==> src/sv/bste_ram.sv <==
module bste_ram #(
  parameter int unsigned Width = 32,
  parameter int unsigned Depth = 16
) (
  input  logic                     clk_i,
  input  logic                     we_i,
  input  logic [$clog2(Depth)-1:0] waddr_i,
  input  logic [Width-1:0]         wdata_i,
  input  logic [$clog2(Depth)-1:0] raddr_i,
  output logic [Width-1:0]         rdata_o
);

  logic [Width-1:0] mem_q [Depth];

  always_ff @(posedge clk_i) begin
    if (we_i) begin
      mem_q[waddr_i] <= wdata_i;
    end
    rdata_o <= mem_q[raddr_i];
  end

endmodule

==> config.mk <==
export PLATFORM = sky130hd
export DESIGN_NAME = bste_ram
export DESIGN_NICKNAME = d
export VERILOG_FILES = /design/src/sv/bste_ram.sv
export SDC_FILE = /design/constraint.sdc
export NUM_CORES = 1
export LEC_CHECK = 0
export ABC_CLOCK_PERIOD_IN_PS = 4550
export BUFFER_PORTS_ARGS = -buffer_cell sky130_fd_sc_hd__buf_2
export CAP_MARGIN = 0
export CORE_MARGIN = 2
export CORE_UTILIZATION = 40
export DETAILED_ROUTE_END_ITERATION = 7
export PLACE_DENSITY = 0.54
export SLEW_MARGIN = 0
export SYNTH_ARGS = -nofsm -noshare
export SYNTH_HDL_FRONTEND = slang
export SYNTH_SLANG_ARGS = --single-unit
export TNS_END_PERCENT = 10
==> constraint.sdc <==
create_clock -name clk_i -period 4.55 [get_ports clk_i]
set_clock_uncertainty 0.15 [all_clocks]
set_input_delay 0.6825 -clock clk_i [delete_from_list [all_inputs] [get_ports clk_i]]
set_output_delay 0.6825 -clock clk_i [all_outputs]
set_load 0.02 [all_outputs]
==> results_dict.tcl <==
set metrics [dict create \
    status "finished, final reports clean" \
    cts_resized 0 \
    critPathLaunchType "primary input" \
    slew_violations 0 \
    top_layer "met5" \
    cp_data_required_time_ns 4.69 \
    layout_setup_ws_ns 2.25 \
    slew_headroom 0.209 \
    antenna_found_initial 2 \
    clock-root-buffer "clkbuf_16" \
    fin_util 0.472 \
    final_cell_area_um2 23100 \
    cts_sinks 544 \
    die-width_um 227 \
    pre_cts_ws_ns 1.54 \
    drc 0 \
    synth_nets 880 \
    worstPathMaxFanout 21 \
    hpwl_um 23200 \
    insertedDiodeCount 0 \
    wl_met1_um 19600 \
    clkTransAtPathRegs_ns 0.06 \
    cp-end-kind "flip-flop" \
    path_class "in -> reg" \
    vias 8860 \
    overflow 0 \
    finalSetupViolCount 0 \
    critPathArrivalTime_ns 2.44 \
    p_per_area_nw_per_um2 464 \
    ioPinCount 74 \
    crit_family "simple AND/OR/NAND/NOR gates" \
    slowest_delay_ns 0.80 \
    tightestPinTransition_ns 1.18 \
    dieArea_um2 51400 \
    max_freq_mhz 435 \
    place.gp.congestion 0.692 \
    core_area_um2 49000 \
    fillers 4068 \
    yosysSeqAreaShare 0.807 \
    rsz0062_at_grt "false" \
    cts_max_level 2 \
    netlist_area_um2 19900 \
    vdd_drop_max_mv 0.310 \
    drt-wirelength-per-cell_um 25.7 \
    start_util 0.406 \
    ys_warn_count 0 \
    cpMaxStageDelayCell "nor2_4" \
    drv_cap 0 \
    netlist_instances 838 \
    drive_gt1_frac 0.326 \
    cts_inserted_buffers 57 \
    grt_max_degree 55 \
    cts_hold_buf 0 \
    clockBufferDepth 3 \
    gr-usage-all-layers 0.172 \
    area_growth_pct 16.4 \
    fin_crit_sh 0.505 \
    crit_chain "buf_2, nand3b_1, nor2_4, buf_4" \
    syn_avg_cell_area_um2 23.7 \
    finalPower_mw 10.7 \
    grt_first_pass_wirelength_um 63500 \
    fp-row-count 81 \
    avgViaCountPerCell 5.31 \
    p_leak_nw 7.39 \
    portBuffers 73 \
    tns_ns 0 \
    dpl_cell_area_um2 21300 \
    synthDistinctLibCells 18 \
    finalCriticalPeriod_ns 2.30 \
    wl_met3_um 2060 \
    drtIter0Drc 735 \
    clock_latency_ns 0.61 \
    antenna_left 0 \
    tritoncts "done" \
    drt-pass1-iter-count 5 \
    path_buf_inv 2 \
    wirelength_um 42900 \
    worstHoldPathType "in -> reg" \
    grt_pass1_vias 9446 \
    post_cts_buffers 0 \
    hold_viol_final 0 \
    met2_length_um 20400 \
    die_h_um 227 \
    nNetsFinal 998 \
    ys_ff_latch 544 \
]
where the power goes:
group / internal (mW) / total (mW) / switching, mW / leakage, nW
Clock: 2.69 / 4.56 / 1.87 / 0.896
Sequential: 5.60 / 5.64 / 0.0350 / 4.89
Combinational: 0.203 / 0.525 / 0.323 / 1.60
Total: 8.50 / 10.7 / 2.23 / 7.39
registers in the layout, summed over array words and instances, names as in the netlist:
name and count:
rdata_o 32, mem_q 512
metrics by stage:
stage          cells  hold slack (ns)
6_report        1669            0.302
5_1_grt         1669            0.289
4_1_cts         1669            0.267
3_5_place_dp    1561            0.511
3_3_place_gp    1561            0.503
2_1_floorplan    838            0.485
synth_stat cells:
| cell | instances | area (um^2) |
|---|---|---|
| buf_4 | 11 | 82.6 |
| buf_1 | 9 | 33.8 |
| mux4_2 | 128 | 2880 |
| edfxtp_1 | 512 | 15400 |
| buf_2 | 4 | 20.0 |
| nor2b_1 | 2 | 12.5 |
| or3b_2 | 1 | 8.76 |
| nand2b_1 | 2 | 12.5 |
| a22oi_1 | 64 | 480 |
| buf_6 | 2 | 22.5 |
| dfxtp_1 | 32 | 641 |
| nand2_1 | 33 | 124 |
| nor2_1 | 13 | 48.8 |
| nand3_1 | 1 | 5.00 |
| nor3_1 | 4 | 20.0 |
| nand3b_1 | 2 | 15.0 |
| clkbuf_1 | 17 | 63.8 |
| and2_1 | 1 | 6.26 |
layout by cell type, fill, tap and decap left out, types with 7 or more instances in the layout:
cell       netlist  layout
edfxtp_1       512     512
nor2_4           0      13
nand2_1         33      33
a22oi_1         64      64
clkbuf_16        0      57
clkbuf_1        17      19
clkinv_1         0      12
dfxtp_1         32      32
clkbuf_8         0       7
buf_2            4      71
mux4_2         128     128
buf_4           11      24
path summary, 6_finish.rpt:
check | from | depth (start not counted) | endpoint | slack [ns]
max | waddr_i[3] | 4 | mem_q[6][10] | 2.25
min reg2reg | mem_q[15][20] | 3 | rdata_o[20] | 0.52
min | wdata_i[22] | 1 | mem_q[8][22] | 0.30
max reg2reg | mem_q[3][30] | 3 | rdata_o[30] | 2.90
cell families after synthesis:
family	share of synthesized area
buf+inv	0.0112
flops	0.807
simple gates	0.0127
compound gates	0.0242
mux	0.145
area by class of cell:
class                           count  area [um^2]  share of cell area
Multi-Input combinational cell    251         3750               0.162
Clock buffer                       82         1580              0.0684
Timing Repair Buffer              102          661              0.0286
Sequential cell                   544        16000               0.693
Clock inverter                     26          265              0.0115
Tap cell                          664          831              0.0360
routing by layer:
layer	vias up	global-route usage
met5	-	0
met4	2	0.0439
met3	52	0.0332
met2	204	0.273
met1	4784	0.247
li1	3818	-
No activity file was read; power rests on OpenSTA's default activity.
